[config.mk]
export PLATFORM = sky130hd
export DESIGN_NAME = radiometric_frame_decoder
export DESIGN_NICKNAME = d
export VERILOG_FILES = /design/src/rtl/core/rfd_pkg.sv /design/src/rtl/core/rfd_front.sv /design/src/rtl/core/rfd_queue.sv /design/src/rtl/core/rfd_divider.sv /design/src/rtl/core/rfd_back.sv /design/src/rtl/core/radiometric_frame_decoder.sv
export VERILOG_INCLUDE_DIRS = /design/src /design/src/rtl/core
export SDC_FILE = /design/constraint.sdc
export NUM_CORES = 2
export LEC_CHECK = 0
export ABC_AREA = 1
export BUFFER_PORTS_ARGS = -buffer_cell sky130_fd_sc_hd__buf_4
export CORE_ASPECT_RATIO = 1.2
export CORE_UTILIZATION = 60
export DETAILED_ROUTE_END_ITERATION = 8
export PLACE_DENSITY = 0.83
export SYNTH_ARGS = -nofsm -noshare
export SYNTH_HDL_FRONTEND = slang
export SYNTH_SLANG_ARGS = --single-unit
[constraint.sdc]
create_clock -name aclk -period 8.9 [get_ports aclk]
set_clock_uncertainty 0.1 [all_clocks]
set_input_delay 1.78 -clock aclk [delete_from_list [all_inputs] [get_ports aclk]]
set_output_delay 1.78 -clock aclk [all_outputs]
set_load 0.005 [all_outputs]
[src/rtl/core/radiometric_frame_decoder_macros.svh]
// Assertion macros used by the radiometric frame decoder back part.
`ifndef RADIOMETRIC_FRAME_DECODER_MACROS_SVH
`define RADIOMETRIC_FRAME_DECODER_MACROS_SVH

// Same-cycle implication, reset masked.
`define RFD_ASSERT(lbl, clk, rstn, ante, cons, msg) \
    lbl: assert property (@(posedge clk) disable iff (!(rstn)) (ante) |-> (cons)) \
        else $error(msg);

// Next-cycle implication, reset masked.
`define RFD_ASSERT_NEXT(lbl, clk, rstn, ante, cons, msg) \
    lbl: assert property (@(posedge clk) disable iff (!(rstn)) (ante) |=> (cons)) \
        else $error(msg);

`endif

[src/rtl/core/rfd_pkg.sv]
// Shared types, constants and helpers of the radiometric frame decoder.
`timescale 1ns / 1ps
`default_nettype none

package rfd_pkg;

    localparam int unsigned MAX_WIDTH_DEF = 256;
    localparam int unsigned MAX_ROWS_DEF  = 256;

    localparam int unsigned DIM_W    = 9;
    localparam int unsigned RAW_W    = 16;
    localparam int unsigned SUM_W    = 32;
    localparam int unsigned CNT_W    = 17;
    localparam int unsigned TEMP_W   = 18;
    localparam int unsigned STATUS_W = 2;

    localparam logic [DIM_W-1:0] FRAME_WIDTH_RST  = 9'd256;
    localparam logic [DIM_W-1:0] THERMAL_ROWS_RST = 9'd192;

    localparam logic [RAW_W-1:0] VALID_RAW_MIN = 16'd11082;
    localparam logic signed [TEMP_W-1:0] KELVIN_OFFSET = 18'sd27315;

    // numerator = raw_sum*25 + count*8 (37 bits); divide by 16 up front
    localparam int unsigned NUM_W     = 37;
    localparam int unsigned DIV_NUM_W = NUM_W - 4;

    localparam int unsigned QUEUE_DEPTH = 4;
    localparam int unsigned QPTR_W      = $clog2(QUEUE_DEPTH);

    localparam logic REG_FRAME_WIDTH  = 1'b0;
    localparam logic REG_THERMAL_ROWS = 1'b1;

    localparam logic KIND_PIXEL   = 1'b0;
    localparam logic KIND_SUMMARY = 1'b1;

    localparam logic [STATUS_W-1:0] STATUS_ACCEPTED    = 2'd0;
    localparam logic [STATUS_W-1:0] STATUS_CALIBRATION = 2'd1;
    localparam logic [STATUS_W-1:0] STATUS_TOO_FEW     = 2'd2;

    // front -> back queue item; the frame stats are meaningful on frame_end only
    typedef struct packed {
        logic [RAW_W-1:0] raw;
        logic             valid;
        logic             frame_end;
        logic [RAW_W-1:0] min_raw;
        logic [RAW_W-1:0] max_raw;
        logic [SUM_W-1:0] raw_sum;
        logic [CNT_W-1:0] good_count;
        logic [CNT_W-1:0] total;
    } rfd_entry_t;

    // round_half_up(raw*25/16) - 27315, in 0.01 C
    function automatic logic signed [TEMP_W-1:0] raw_to_centi(input logic [RAW_W-1:0] raw);
        logic [20:0] scaled;
        logic [16:0] kelvin;
        scaled = ({5'd0, raw} << 4) + ({5'd0, raw} << 3) + {5'd0, raw} + 21'd8;
        kelvin = scaled[20:4];
        return $signed({1'b0, kelvin}) - KELVIN_OFFSET;
    endfunction

endpackage

`default_nettype wire

[src/rtl/core/rfd_front.sv]
// Front part: accepts pixels, classifies them and keeps the running frame stats.
`timescale 1ns / 1ps
`default_nettype none

module rfd_front #(
    parameter int unsigned MAX_WIDTH = rfd_pkg::MAX_WIDTH_DEF,
    parameter int unsigned MAX_ROWS  = rfd_pkg::MAX_ROWS_DEF
) (
    input  wire logic                        aclk,
    input  wire logic                        aresetn,
    input  wire logic [rfd_pkg::DIM_W-1:0]   frame_width,
    input  wire logic [rfd_pkg::DIM_W-1:0]   thermal_rows,
    input  wire logic                        s_tvalid,
    output logic                             s_tready,
    input  wire logic [15:0]                 s_tdata,    // [7:0] low_byte, [15:8] high_byte
    input  wire logic                        q_full,
    output logic                             q_push,
    output rfd_pkg::rfd_entry_t              q_entry
);

    logic [rfd_pkg::CNT_W-1:0] pixel_index_reg, pixel_index_next;
    logic [rfd_pkg::RAW_W-1:0] min_raw_reg, min_raw_next;
    logic [rfd_pkg::RAW_W-1:0] max_raw_reg, max_raw_next;
    logic [rfd_pkg::SUM_W-1:0] raw_sum_reg, raw_sum_next;
    logic [rfd_pkg::CNT_W-1:0] good_count_reg, good_count_next;

    logic [rfd_pkg::DIM_W-1:0] width_eff, rows_eff;
    logic [2*rfd_pkg::DIM_W-1:0] total_full;
    logic [rfd_pkg::CNT_W-1:0] total;
    logic [rfd_pkg::RAW_W-1:0] raw;
    logic                      valid;
    logic [rfd_pkg::CNT_W-1:0] index_inc;
    logic                      frame_end;

    always_comb begin
        if (frame_width == '0) begin
            width_eff = rfd_pkg::DIM_W'(1);
        end else if (frame_width > rfd_pkg::DIM_W'(MAX_WIDTH)) begin
            width_eff = rfd_pkg::DIM_W'(MAX_WIDTH);
        end else begin
            width_eff = frame_width;
        end
        if (thermal_rows == '0) begin
            rows_eff = rfd_pkg::DIM_W'(1);
        end else if (thermal_rows > rfd_pkg::DIM_W'(MAX_ROWS)) begin
            rows_eff = rfd_pkg::DIM_W'(MAX_ROWS);
        end else begin
            rows_eff = thermal_rows;
        end
    end

    assign total_full = width_eff * rows_eff;
    assign total      = total_full[rfd_pkg::CNT_W-1:0];

    assign raw       = {s_tdata[15:8], s_tdata[7:0]};
    assign valid     = (raw >= rfd_pkg::VALID_RAW_MIN);
    assign index_inc = pixel_index_reg + rfd_pkg::CNT_W'(1);
    assign frame_end = (index_inc >= total);

    assign s_tready = !q_full;
    assign q_push   = s_tvalid && s_tready;

    always_comb begin
        min_raw_next    = min_raw_reg;
        max_raw_next    = max_raw_reg;
        raw_sum_next    = raw_sum_reg;
        good_count_next = good_count_reg;
        if (valid) begin
            if (raw < min_raw_reg) begin
                min_raw_next = raw;
            end
            if (raw > max_raw_reg) begin
                max_raw_next = raw;
            end
            raw_sum_next    = raw_sum_reg + rfd_pkg::SUM_W'(raw);
            good_count_next = good_count_reg + rfd_pkg::CNT_W'(1);
        end
        pixel_index_next = index_inc;
    end

    always_comb begin
        q_entry.raw        = raw;
        q_entry.valid      = valid;
        q_entry.frame_end  = frame_end;
        q_entry.min_raw    = min_raw_next;
        q_entry.max_raw    = max_raw_next;
        q_entry.raw_sum    = raw_sum_next;
        q_entry.good_count = good_count_next;
        q_entry.total      = total;
    end

    always_ff @(posedge aclk) begin
        if (!aresetn) begin
            pixel_index_reg <= '0;
            min_raw_reg     <= '1;
            max_raw_reg     <= '0;
            raw_sum_reg     <= '0;
            good_count_reg  <= '0;
        end else if (q_push) begin
            if (frame_end) begin
                pixel_index_reg <= '0;
                min_raw_reg     <= '1;
                max_raw_reg     <= '0;
                raw_sum_reg     <= '0;
                good_count_reg  <= '0;
            end else begin
                pixel_index_reg <= pixel_index_next;
                min_raw_reg     <= min_raw_next;
                max_raw_reg     <= max_raw_next;
                raw_sum_reg     <= raw_sum_next;
                good_count_reg  <= good_count_next;
            end
        end
    end

endmodule

`default_nettype wire

[src/rtl/core/rfd_queue.sv]
// Short register queue between the front and back parts.
`timescale 1ns / 1ps
`default_nettype none

module rfd_queue (
    input  wire logic                 aclk,
    input  wire logic                 aresetn,
    input  wire logic                 push,
    input  wire rfd_pkg::rfd_entry_t  push_entry,
    input  wire logic                 pop,
    output rfd_pkg::rfd_entry_t       head,
    output logic                      empty,
    output logic                      full
);

    rfd_pkg::rfd_entry_t slot_reg [rfd_pkg::QUEUE_DEPTH];

    logic [rfd_pkg::QPTR_W-1:0] wr_ptr_reg;
    logic [rfd_pkg::QPTR_W-1:0] rd_ptr_reg;
    logic [rfd_pkg::QPTR_W:0]   count_reg, count_next;

    assign empty = (count_reg == '0);
    assign full  = (count_reg == (rfd_pkg::QPTR_W+1)'(rfd_pkg::QUEUE_DEPTH));
    assign head  = slot_reg[rd_ptr_reg];

    always_comb begin
        count_next = count_reg;
        if (push && !pop) begin
            count_next = count_reg + (rfd_pkg::QPTR_W+1)'(1);
        end else if (pop && !push) begin
            count_next = count_reg - (rfd_pkg::QPTR_W+1)'(1);
        end
    end

    always_ff @(posedge aclk) begin
        if (!aresetn) begin
            wr_ptr_reg <= '0;
            rd_ptr_reg <= '0;
            count_reg  <= '0;
        end else begin
            if (push) begin
                wr_ptr_reg <= wr_ptr_reg + rfd_pkg::QPTR_W'(1);
            end
            if (pop) begin
                rd_ptr_reg <= rd_ptr_reg + rfd_pkg::QPTR_W'(1);
            end
            count_reg <= count_next;
        end
    end

    always_ff @(posedge aclk) begin
        if (push) begin
            slot_reg[wr_ptr_reg] <= push_entry;
        end
    end

endmodule

`default_nettype wire

[src/rtl/core/rfd_divider.sv]
// Restoring divider for the frame mean, one quotient bit per cycle.
`timescale 1ns / 1ps
`default_nettype none

module rfd_divider (
    input  wire logic                            aclk,
    input  wire logic                            aresetn,
    input  wire logic                            start,
    input  wire logic [rfd_pkg::DIV_NUM_W-1:0]   dividend,
    input  wire logic [rfd_pkg::CNT_W-1:0]       divisor,
    output logic                                 busy,
    output logic [rfd_pkg::CNT_W-1:0]            quotient
);

    localparam int unsigned STEP_W = $clog2(rfd_pkg::DIV_NUM_W + 1);

    logic [rfd_pkg::DIV_NUM_W-1:0] acc_reg, acc_next;   // dividend out, quotient in
    logic [rfd_pkg::CNT_W-1:0]     rem_reg, rem_next;
    logic [rfd_pkg::CNT_W-1:0]     den_reg;
    logic [STEP_W-1:0]             step_reg;
    logic                          busy_reg;

    logic [rfd_pkg::CNT_W:0] rem_sh;
    logic [rfd_pkg::CNT_W:0] diff;
    logic                    ge;

    assign rem_sh = {rem_reg, acc_reg[rfd_pkg::DIV_NUM_W-1]};
    assign ge     = (rem_sh >= {1'b0, den_reg});
    assign diff   = rem_sh - {1'b0, den_reg};

    always_comb begin
        rem_next = ge ? diff[rfd_pkg::CNT_W-1:0] : rem_sh[rfd_pkg::CNT_W-1:0];
        acc_next = {acc_reg[rfd_pkg::DIV_NUM_W-2:0], ge};
    end

    assign busy     = busy_reg;
    assign quotient = acc_reg[rfd_pkg::CNT_W-1:0];

    always_ff @(posedge aclk) begin
        if (!aresetn) begin
            busy_reg <= 1'b0;
            step_reg <= '0;
        end else if (start) begin
            busy_reg <= 1'b1;
            step_reg <= '0;
        end else if (busy_reg) begin
            step_reg <= step_reg + STEP_W'(1);
            if (step_reg == STEP_W'(rfd_pkg::DIV_NUM_W - 1)) begin
                busy_reg <= 1'b0;
            end
        end
    end

    always_ff @(posedge aclk) begin
        if (start) begin
            acc_reg <= dividend;
            rem_reg <= '0;
            den_reg <= divisor;
        end else if (busy_reg) begin
            acc_reg <= acc_next;
            rem_reg <= rem_next;
        end
    end

endmodule

`default_nettype wire

[src/rtl/core/rfd_back.sv]
// Back part: drains the queue, converts pixels and builds the frame summary.
`timescale 1ns / 1ps
`default_nettype none
`include "radiometric_frame_decoder_macros.svh"

module rfd_back (
    input  wire logic                 aclk,
    input  wire logic                 aresetn,
    input  wire rfd_pkg::rfd_entry_t  head,
    input  wire logic                 q_empty,
    output logic                      q_pop,
    output logic                      m_tvalid,
    input  wire logic                 m_tready,
    output logic [95:0]               m_tdata,   // see top level for the field map
    output logic [0:0]                m_tuser,   // [0] kind
    output logic                      m_tlast
);

    typedef enum logic [2:0] {
        S_IDLE = 3'b001,
        S_DIV  = 3'b010,
        S_SUM  = 3'b100
    } back_state_t;

    back_state_t state_reg, state_next;

    logic out_valid_reg;
    logic out_kind_reg;
    logic out_last_reg;
    logic signed [rfd_pkg::TEMP_W-1:0] out_temp_reg;
    logic                              out_pvalid_reg;
    logic signed [rfd_pkg::TEMP_W-1:0] out_min_reg;
    logic signed [rfd_pkg::TEMP_W-1:0] out_max_reg;
    logic signed [rfd_pkg::TEMP_W-1:0] out_mean_reg;
    logic [rfd_pkg::CNT_W-1:0]         out_count_reg;
    logic [rfd_pkg::STATUS_W-1:0]      out_status_reg;

    logic [rfd_pkg::RAW_W-1:0] snap_min_reg;
    logic [rfd_pkg::RAW_W-1:0] snap_max_reg;
    logic [rfd_pkg::CNT_W-1:0] snap_count_reg;
    logic [rfd_pkg::CNT_W-1:0] snap_total_reg;

    logic out_free;
    logic load_summary;
    logic div_start;
    logic div_busy;
    logic [rfd_pkg::CNT_W-1:0] div_quotient;

    logic [rfd_pkg::NUM_W-1:0] numerator;
    logic                      has_valid;
    logic [20:0]               count_scaled;
    logic [20:0]               total_scaled;
    logic [rfd_pkg::STATUS_W-1:0]      sum_status;
    logic signed [rfd_pkg::TEMP_W-1:0] sum_min;
    logic signed [rfd_pkg::TEMP_W-1:0] sum_max;
    logic signed [rfd_pkg::TEMP_W-1:0] sum_mean;

    assign out_free     = !out_valid_reg || m_tready;
    assign q_pop        = (state_reg == S_IDLE) && !q_empty && out_free;
    assign div_start    = q_pop && head.frame_end;
    assign load_summary = (state_reg == S_SUM) && out_free;

    // raw_sum*25 + count*8, then /16 before the divider
    assign numerator = ({5'd0, head.raw_sum} << 4) + ({5'd0, head.raw_sum} << 3)
                     + {5'd0, head.raw_sum} + ({20'd0, head.good_count} << 3);

    rfd_divider u_divider (
        .aclk     (aclk),
        .aresetn  (aresetn),
        .start    (div_start),
        .dividend (numerator[rfd_pkg::NUM_W-1:4]),
        .divisor  (head.good_count),
        .busy     (div_busy),
        .quotient (div_quotient)
    );

    always_comb begin
        has_valid = (snap_count_reg != '0);
        // too few: count < floor(total*9/10)  <=>  10*(count+1) <= 9*total
        count_scaled = ({4'd0, snap_count_reg} << 3) + ({4'd0, snap_count_reg} << 1)
                     + 21'd10;
        total_scaled = ({4'd0, snap_total_reg} << 3) + {4'd0, snap_total_reg};
        if (has_valid && (snap_max_reg == snap_min_reg)) begin
            sum_status = rfd_pkg::STATUS_CALIBRATION;
        end else if (count_scaled <= total_scaled) begin
            sum_status = rfd_pkg::STATUS_TOO_FEW;
        end else begin
            sum_status = rfd_pkg::STATUS_ACCEPTED;
        end
        if (has_valid) begin
            sum_min  = rfd_pkg::raw_to_centi(snap_min_reg);
            sum_max  = rfd_pkg::raw_to_centi(snap_max_reg);
            sum_mean = $signed({1'b0, div_quotient}) - rfd_pkg::KELVIN_OFFSET;
        end else begin
            sum_min  = '0;
            sum_max  = '0;
            sum_mean = '0;
        end
    end

    always_comb begin
        state_next = state_reg;
        case (state_reg)
            S_IDLE: begin
                if (div_start) begin
                    state_next = S_DIV;
                end
            end
            S_DIV: begin
                if (!div_busy) begin
                    state_next = S_SUM;
                end
            end
            S_SUM: begin
                if (load_summary) begin
                    state_next = S_IDLE;
                end
            end
            default: begin
                state_next = S_IDLE;
            end
        endcase
    end

    always_ff @(posedge aclk) begin
        if (!aresetn) begin
            state_reg     <= S_IDLE;
            out_valid_reg <= 1'b0;
        end else begin
            state_reg <= state_next;
            if (q_pop || load_summary) begin
                out_valid_reg <= 1'b1;
            end else if (m_tready) begin
                out_valid_reg <= 1'b0;
            end
        end
    end

    always_ff @(posedge aclk) begin
        if (q_pop) begin
            out_kind_reg   <= rfd_pkg::KIND_PIXEL;
            out_last_reg   <= !head.frame_end;
            out_temp_reg   <= head.valid ? rfd_pkg::raw_to_centi(head.raw) : '0;
            out_pvalid_reg <= head.valid;
            out_min_reg    <= '0;
            out_max_reg    <= '0;
            out_mean_reg   <= '0;
            out_count_reg  <= '0;
            out_status_reg <= rfd_pkg::STATUS_ACCEPTED;
        end else if (load_summary) begin
            out_kind_reg   <= rfd_pkg::KIND_SUMMARY;
            out_last_reg   <= 1'b1;
            out_temp_reg   <= '0;
            out_pvalid_reg <= 1'b0;
            out_min_reg    <= sum_min;
            out_max_reg    <= sum_max;
            out_mean_reg   <= sum_mean;
            out_count_reg  <= snap_count_reg;
            out_status_reg <= sum_status;
        end
        if (div_start) begin
            snap_min_reg   <= head.min_raw;
            snap_max_reg   <= head.max_raw;
            snap_count_reg <= head.good_count;
            snap_total_reg <= head.total;
        end
    end

    assign m_tvalid   = out_valid_reg;
    assign m_tlast    = out_last_reg;
    assign m_tuser[0] = out_kind_reg;
    assign m_tdata    = {4'd0, out_status_reg, out_count_reg, out_mean_reg, out_max_reg,
                         out_min_reg, out_pvalid_reg, out_temp_reg};

    `RFD_ASSERT(a_summary_is_last, aclk, aresetn,
        out_valid_reg && (out_kind_reg == rfd_pkg::KIND_SUMMARY), out_last_reg,
        "frame summary without tlast")
    `RFD_ASSERT(a_open_frame_busy, aclk, aresetn,
        out_valid_reg && (out_kind_reg == rfd_pkg::KIND_PIXEL) && !out_last_reg,
        state_reg != S_IDLE, "frame-end pixel pending with no summary in progress")
    `RFD_ASSERT(a_sum_after_div, aclk, aresetn, state_reg == S_SUM, !div_busy,
        "summary stage reached while mean division still running")
    `RFD_ASSERT_NEXT(a_frame_end_divides, aclk, aresetn, div_start,
        (state_reg == S_DIV) && div_busy, "frame end did not start the mean division")

endmodule

`default_nettype wire

[src/rtl/core/radiometric_frame_decoder.sv]
// Radiometric frame decoder top level: register port, front, queue and back.
`timescale 1ns / 1ps
`default_nettype none

// Decodes raw thermal pixels (1/64 K, little-endian byte pairs) into temperatures in
// 0.01 C and, after the last pixel of each frame, emits a summary item (min, max,
// mean, valid count, status). Pixels flow at one item per cycle while the back part
// is idle and the output is not stalled: a pixel result passes through a queue slot
// and the output register before it is presented on the output. The frame end adds
// a mean division in the back part (one quotient bit per cycle) and then the issue
// of the summary; during that time a 4-item queue keeps taking pixels, then s_tready
// drops until the summary is out. Frame size is frame_width*thermal_rows, each
// clamped to 1..MAX_WIDTH and 1..MAX_ROWS.
// Registers: 0x0 frame_width, 0x4 thermal_rows; write them between frames or idle.
module radiometric_frame_decoder #(
    parameter int unsigned MAX_WIDTH = rfd_pkg::MAX_WIDTH_DEF,
    parameter int unsigned MAX_ROWS  = rfd_pkg::MAX_ROWS_DEF
) (
    input  wire logic        aclk,
    input  wire logic        aresetn,
    input  wire logic        psel,
    input  wire logic        penable,
    input  wire logic        pwrite,
    input  wire logic [2:0]  paddr,
    input  wire logic [31:0] pwdata,
    output logic [31:0]      prdata,
    output logic             pready,
    input  wire logic        s_tvalid,
    output logic             s_tready,
    input  wire logic [15:0] s_tdata,   // [7:0] low_byte, [15:8] high_byte
    output logic             m_tvalid,
    input  wire logic        m_tready,
    // [17:0] temperature, [18] pixel_valid, [36:19] min_temp, [54:37] max_temp,
    // [72:55] mean_temp, [89:73] valid_count, [91:90] frame_status, [95:92] zero
    output logic [95:0]      m_tdata,
    output logic [0:0]       m_tuser,   // [0] kind
    output logic             m_tlast
);

    logic [rfd_pkg::DIM_W-1:0] frame_width_reg;
    logic [rfd_pkg::DIM_W-1:0] thermal_rows_reg;
    logic                      cfg_write;

    rfd_pkg::rfd_entry_t push_entry;
    rfd_pkg::rfd_entry_t head;
    logic q_push, q_pop, q_empty, q_full;

    assign pready    = 1'b1;
    assign cfg_write = psel && penable && pwrite && pready;

    always_ff @(posedge aclk) begin
        if (!aresetn) begin
            frame_width_reg  <= rfd_pkg::FRAME_WIDTH_RST;
            thermal_rows_reg <= rfd_pkg::THERMAL_ROWS_RST;
        end else if (cfg_write) begin
            if (paddr[2] == rfd_pkg::REG_FRAME_WIDTH) begin
                frame_width_reg <= pwdata[rfd_pkg::DIM_W-1:0];
            end else begin
                thermal_rows_reg <= pwdata[rfd_pkg::DIM_W-1:0];
            end
        end
    end

    always_comb begin
        if (paddr[2] == rfd_pkg::REG_THERMAL_ROWS) begin
            prdata = {{(32-rfd_pkg::DIM_W){1'b0}}, thermal_rows_reg};
        end else begin
            prdata = {{(32-rfd_pkg::DIM_W){1'b0}}, frame_width_reg};
        end
    end

    rfd_front #(
        .MAX_WIDTH (MAX_WIDTH),
        .MAX_ROWS  (MAX_ROWS)
    ) u_front (
        .aclk         (aclk),
        .aresetn      (aresetn),
        .frame_width  (frame_width_reg),
        .thermal_rows (thermal_rows_reg),
        .s_tvalid     (s_tvalid),
        .s_tready     (s_tready),
        .s_tdata      (s_tdata),
        .q_full       (q_full),
        .q_push       (q_push),
        .q_entry      (push_entry)
    );

    rfd_queue u_queue (
        .aclk       (aclk),
        .aresetn    (aresetn),
        .push       (q_push),
        .push_entry (push_entry),
        .pop        (q_pop),
        .head       (head),
        .empty      (q_empty),
        .full       (q_full)
    );

    rfd_back u_back (
        .aclk     (aclk),
        .aresetn  (aresetn),
        .head     (head),
        .q_empty  (q_empty),
        .q_pop    (q_pop),
        .m_tvalid (m_tvalid),
        .m_tready (m_tready),
        .m_tdata  (m_tdata),
        .m_tuser  (m_tuser),
        .m_tlast  (m_tlast)
    );

endmodule

`default_nettype wire

# Word-level counts from Yosys, hierarchy flattened
# Memories as Yosys holds them, arrays and structs flattened. A register that Yosys moved wholly into a read port is not among the register bits.
# Index checks and enable logic that the tools add are counted.
# Widths: inputs -> output; s select.
[word_totals]
ff_bits = 344
latch_bits = 0
ramBits = 464
mem_bits_ro = 0
mem_count = 1
[memory_table]
columns = ["memory", "words", "word_bits", "read_ports", "rd_clocked_by_memory_dff", "wr", "line", "source"]
rows = [
  ["u_queue.slot_reg", 4, 116, 1, 1, 1, "rfd_queue.sv:16", "rfd_pkg::rfd_entry_t slot_reg [rfd_pkg::QUEUE_DEPTH];"],
]
[classes]
n_addsub = 28
multipliers = 1
n_div = 0
magnitude_cmp = 8
n_eq_ne = 9
shift = 0
mux = 46
n_bitwise = 2
reduce_logical = 30
[op_table]
columns = ["operator", "count"]
rows = [
  ["$mux 18", 6],
  ["$mux 16", 6],
  ["$add 21x4->21 const B", 4],
  ["$sub 17x15->18 const B", 4],
  ["$mux 17", 4],
  ["$mux 33", 2],
  ["$mux 32", 2],
  ["$add 20x19->21", 3],
  ["$add 21x16->21", 3],
  ["$mux 9", 5],
  ["$add 36x35->37", 1],
  ["$add 37x20->37", 1],
  ["$add 37x32->37", 1],
  ["$add 17x1->17 const B", 2],
  ["$add 32x16->32", 1],
  ["$add 20x17->21", 1],
  ["$add 20x18->21", 1],
  ["$le 21x21->1", 1],
  ["$ge 18x17->1", 1],
  ["$gt 9x9->1 const B", 2],
  ["$logic_not 9->1", 2],
  ["$ge 17x17->1", 1],
  ["$mul 9x9->17", 1],
  ["$reduce_bool 17->1", 1],
  ["28 further kinds", 68],
]

# Depth between registers and ports, before layout
[depth]
word_depth = 7
mapped_depth = 36
depth_no_buf = 35

# By module
# Synthesis repeated with hierarchy kept, for this count alone.
[hier_totals]
hier_cells = 5660
area_unflattened_um2 = 49712.7
[modules_own_cells]
columns = ["mod", "n_inst", "cells_each", "area_per_inst_um2", "seq_area_each_um2"]
rows = [
  ["rfd_queue", 1, 1180, 17661.9, 14113.5],
  ["rfd_back", 1, 2046, 15718.8, 4144.0],
  ["rfd_front", 1, 1706, 10869.2, 1961.9],
  ["rfd_divider", 1, 565, 4394.2, 1981.9],
  ["radiometric_frame_decoder", 1, 163, 1068.5, 360.3],
]

# Least setup slack after synthesis
# OpenSTA, ideal clock, no wires.
[synth_timing]
path_type = "input to register"
startpoint = "input port s_tvalid"
endpoint = "memory u_queue.slot_reg[0][0] in the netlist's numbering, enable pin"
setup_ns = 0.593
t_arrival_ns = 7.180
t_required_ns = 8.207
slack_ns = 1.027
stages = 4
path_buffers = 2
cell_sequence = "nand2_1 > clkbuf_1 > buf_1 > nor2_1"
[synth_between]
elab_chain_len = 3
[synth_rtl]
columns = ["item", "line", "source"]
rows = [
  ["start: declaration", "radiometric_frame_decoder.sv:28", "input wire logic s_tvalid,"],
  ["$logic_and 1x1->1", "rfd_front.sv:61", "assign q_push = s_tvalid && s_tready;"],
  ["$mux 1", "rfd_queue.sv:52", "if (push) begin"],
  ["$mux 1 (not written as such)", "rfd_queue.sv:53", "slot_reg[wr_ptr_reg] <= push_entry;"],
  ["end: declaration", "rfd_queue.sv:16", ""],
]
# Every way passes these cells.

==> impl_metrics.env <==
export IMPL_status="completed"
export IMPL_setup_violations=0
export IMPL_drt_wl_total_microns=116000
export IMPL_cap_viol_max_count=0
export IMPL_endpoint_kind="flop"
export IMPL_async_flop_share_pct=0
export IMPL_cpMaxStageDelayCell="inv_1"
export IMPL_ant_nets=0
export IMPL_nNetsFinal=5991
export IMPL_min_period_ns=8.02
export IMPL_worstSetupPathType="flop to flop"
export IMPL_num_vias=37700
export IMPL_ys_seq_elements=810
export IMPL_synth_avg_cell_area_sq_um=8.80
export IMPL_synth_edf_count=583
export IMPL_syn_to_final_growth_pct=9.39
export IMPL_cts_tree="done"
export IMPL_gp_congestion=0.941
export IMPL_hold_class="flop to flop"
export IMPL_yosysSeqAreaShare_pct=46.4
export IMPL_clk_latency_ns=0.66
export IMPL_arrival_ns=8.44
export IMPL_core_sq_mm=0.0781
export IMPL_dieWidth_microns=259
export IMPL_grt_max_degree=117
export IMPL_max_clock_path_buffers=3
export IMPL_rsz0062_at_grt="false"
export IMPL_numPortBuffers=137
export IMPL_cts_buffers=82
export IMPL_synth_cells=5404
export IMPL_grt_pass1_wl_microns=184000
export IMPL_register_area_sq_mm=0.0221
export IMPL_grt_pass1_vias=37000
export IMPL_largest_reg_flops=464
export IMPL_layout_commonest_cell="nand2_1"
export IMPL_slew_headroom_pct=24.0
export IMPL_fill_cells=5943
export IMPL_wire_per_inst_microns=17.6
export IMPL_crit_fanout=16
export IMPL_postCtsSetupBuffers=0
export IMPL_dp_hpwl_microns=81500
export IMPL_yosysUniqueCellTypes=60
export IMPL_cts_hold_buf=0
export IMPL_grt_use_total_pct=28.9
export IMPL_cp_slowest_stage_delay_ns=0.71
export IMPL_fin_setup_tns_ns=0
export IMPL_grt_ovfl_total=0
export IMPL_netlist_area_sq_mm=0.0476
export IMPL_fmax_mhz=125
export IMPL_die_area_sq_mm=0.0804
export IMPL_drive_gt1_share_pct=6.28
export IMPL_cp_data_required_time_ns=9.32
export IMPL_hold_violations=0
export IMPL_post_cts_resized=0
export IMPL_fp_row_count=112
export IMPL_remaining_drc_errors=0
export IMPL_fp_dieH_microns=310
export IMPL_clk_pin_slew_ns=0.06
export IMPL_firstDrtPassIters=7
export IMPL_multiInputGateArea_sq_mm=0.0226
export IMPL_worst_pin_slew_ns=1.14
export IMPL_root_buffer="clkbuf_16"
export IMPL_final_cell_mix="1,235 x nand2_1, 583 x edfxtp_1, 582 x inv_1"
export IMPL_critPathLaunchType="flop"
export IMPL_via_per_inst=5.73
export IMPL_io_pins=191
export IMPL_htree_levels=3
export IMPL_drt_iter0_markers=3405
export IMPL_clkSinkCount=810
export IMPL_yosysWarnings=0
export IMPL_period_share_pct=90.1
export IMPL_antenna_found_initial=2
export IMPL_initial_utilization_pct=60.9
export IMPL_slew_violations=0
export IMPL_synth_ff_type="edfxtp_1"
-- stage by stage --
step                std cells  setup WS (ns)  util, %  instance area [sq um]  hold slack, ns
floorplan                5430           1.03        -                  47700           0.336
global placement         6431           1.17     63.3                  49400           0.338
detailed placement       6431           1.07     63.3                  49400           0.341
CTS                      6582           1.04     66.7                  52000           0.354
global route             6582          0.440     66.7                  52000           0.360
finish                   6583          0.879     66.7                  52000           0.350
-- worst max-delay path: cells and delay by family (launching register included) --
family,cells,cell delay (ns)
buffers and inverters,6,1.19
adders and majority gates,6,2.64
xor gates and xnor gates,1,0.31
and+or+nand+nor,17,2.84
AOI/OAI and AO/OA,3,0.48
DFF,1,0.31
-- cells in the mapped netlist (all sizes together), types with 2 or more instances --
master	count	area share, %
o21ai	452	4.8
dfxtp	227	9.6
nor3	42	0.45
nor4	18	0.25
o21bai	15	0.24
a31oi	14	0.18
o221ai	2	0.037
a31o	2	0.037
o21a	11	0.17
o22ai	111	1.5
conb	2	0.016
or2	18	0.24
a21o	7	0.11
o2111ai	3	0.055
xnor2	54	0.99
clkinv	5	0.039
nand4	51	0.67
a32o	5	0.11
xor2	79	1.5
o31ai	4	0.063
buf	85	1.0
a21oi	347	3.7
a21boi	7	0.11
ha	307	8.1
nand3b	10	0.18
nand3	273	2.9
a211oi	2	0.032
a32oi	3	0.055
fa	137	5.8
and2	11	0.14
o211ai	21	0.33
clkbuf	103	0.81
nand2	1242	9.8
a22o	3	0.055
inv	586	4.6
edfxtp	583	37
nor2	554	4.4
-- routing by layer --
metal | wire, microns | part of all wire, % | vias to the layer above | track usage, %
li1 | - | - | 18400 | -
met1 | 44500 | 38 | 17800 | 33.3
met2 | 58600 | 51 | 1276 | 52.6
met3 | 6610 | 5.7 | 294 | 2.92
met4 | 5900 | 5.1 | 2 | 15.5
met5 | 12 | 0.010 | - | 0
-- kinds of logic after synthesis --
logic type	Yosys count	share of synthesized area, %
buf+inv	779	6.53
fa+ha+maj	444	13.8
other cells	2	0.0158
simple gates	2222	19.1
compound gates	1014	11.7
xor+xnor	133	2.45
flops	810	46.4
-- final timing paths --
check                                             from                      to  slack [ns]  depth (start not counted)
worst max register to register      frame_width_reg[4]  u_front.min_raw_reg[6]        0.88                         33
worst max-delay path                frame_width_reg[4]  u_front.min_raw_reg[6]        0.88                         33
worst min-delay path            u_back.out_max_reg[16]  u_back.out_max_reg[16]        0.35                          2
worst min register to register  u_back.out_max_reg[16]  u_back.out_max_reg[16]        0.35                          2
-- area by class of cell --
type                    count  share of cell area (%)
multi-input cells        3841                    43.4
flip-flops and latches    810                    42.4
clock buffers             104                    4.16
clock inverters            47                   0.897
diodes                      1                 0.00481
well taps                1026                    2.47
repair buffers            163                    2.45
inverters                 591                    4.27
Power is left out: the tool's default activity adds up to more than one toggle a clock period on the data nets, which glitch-free logic cannot reach.
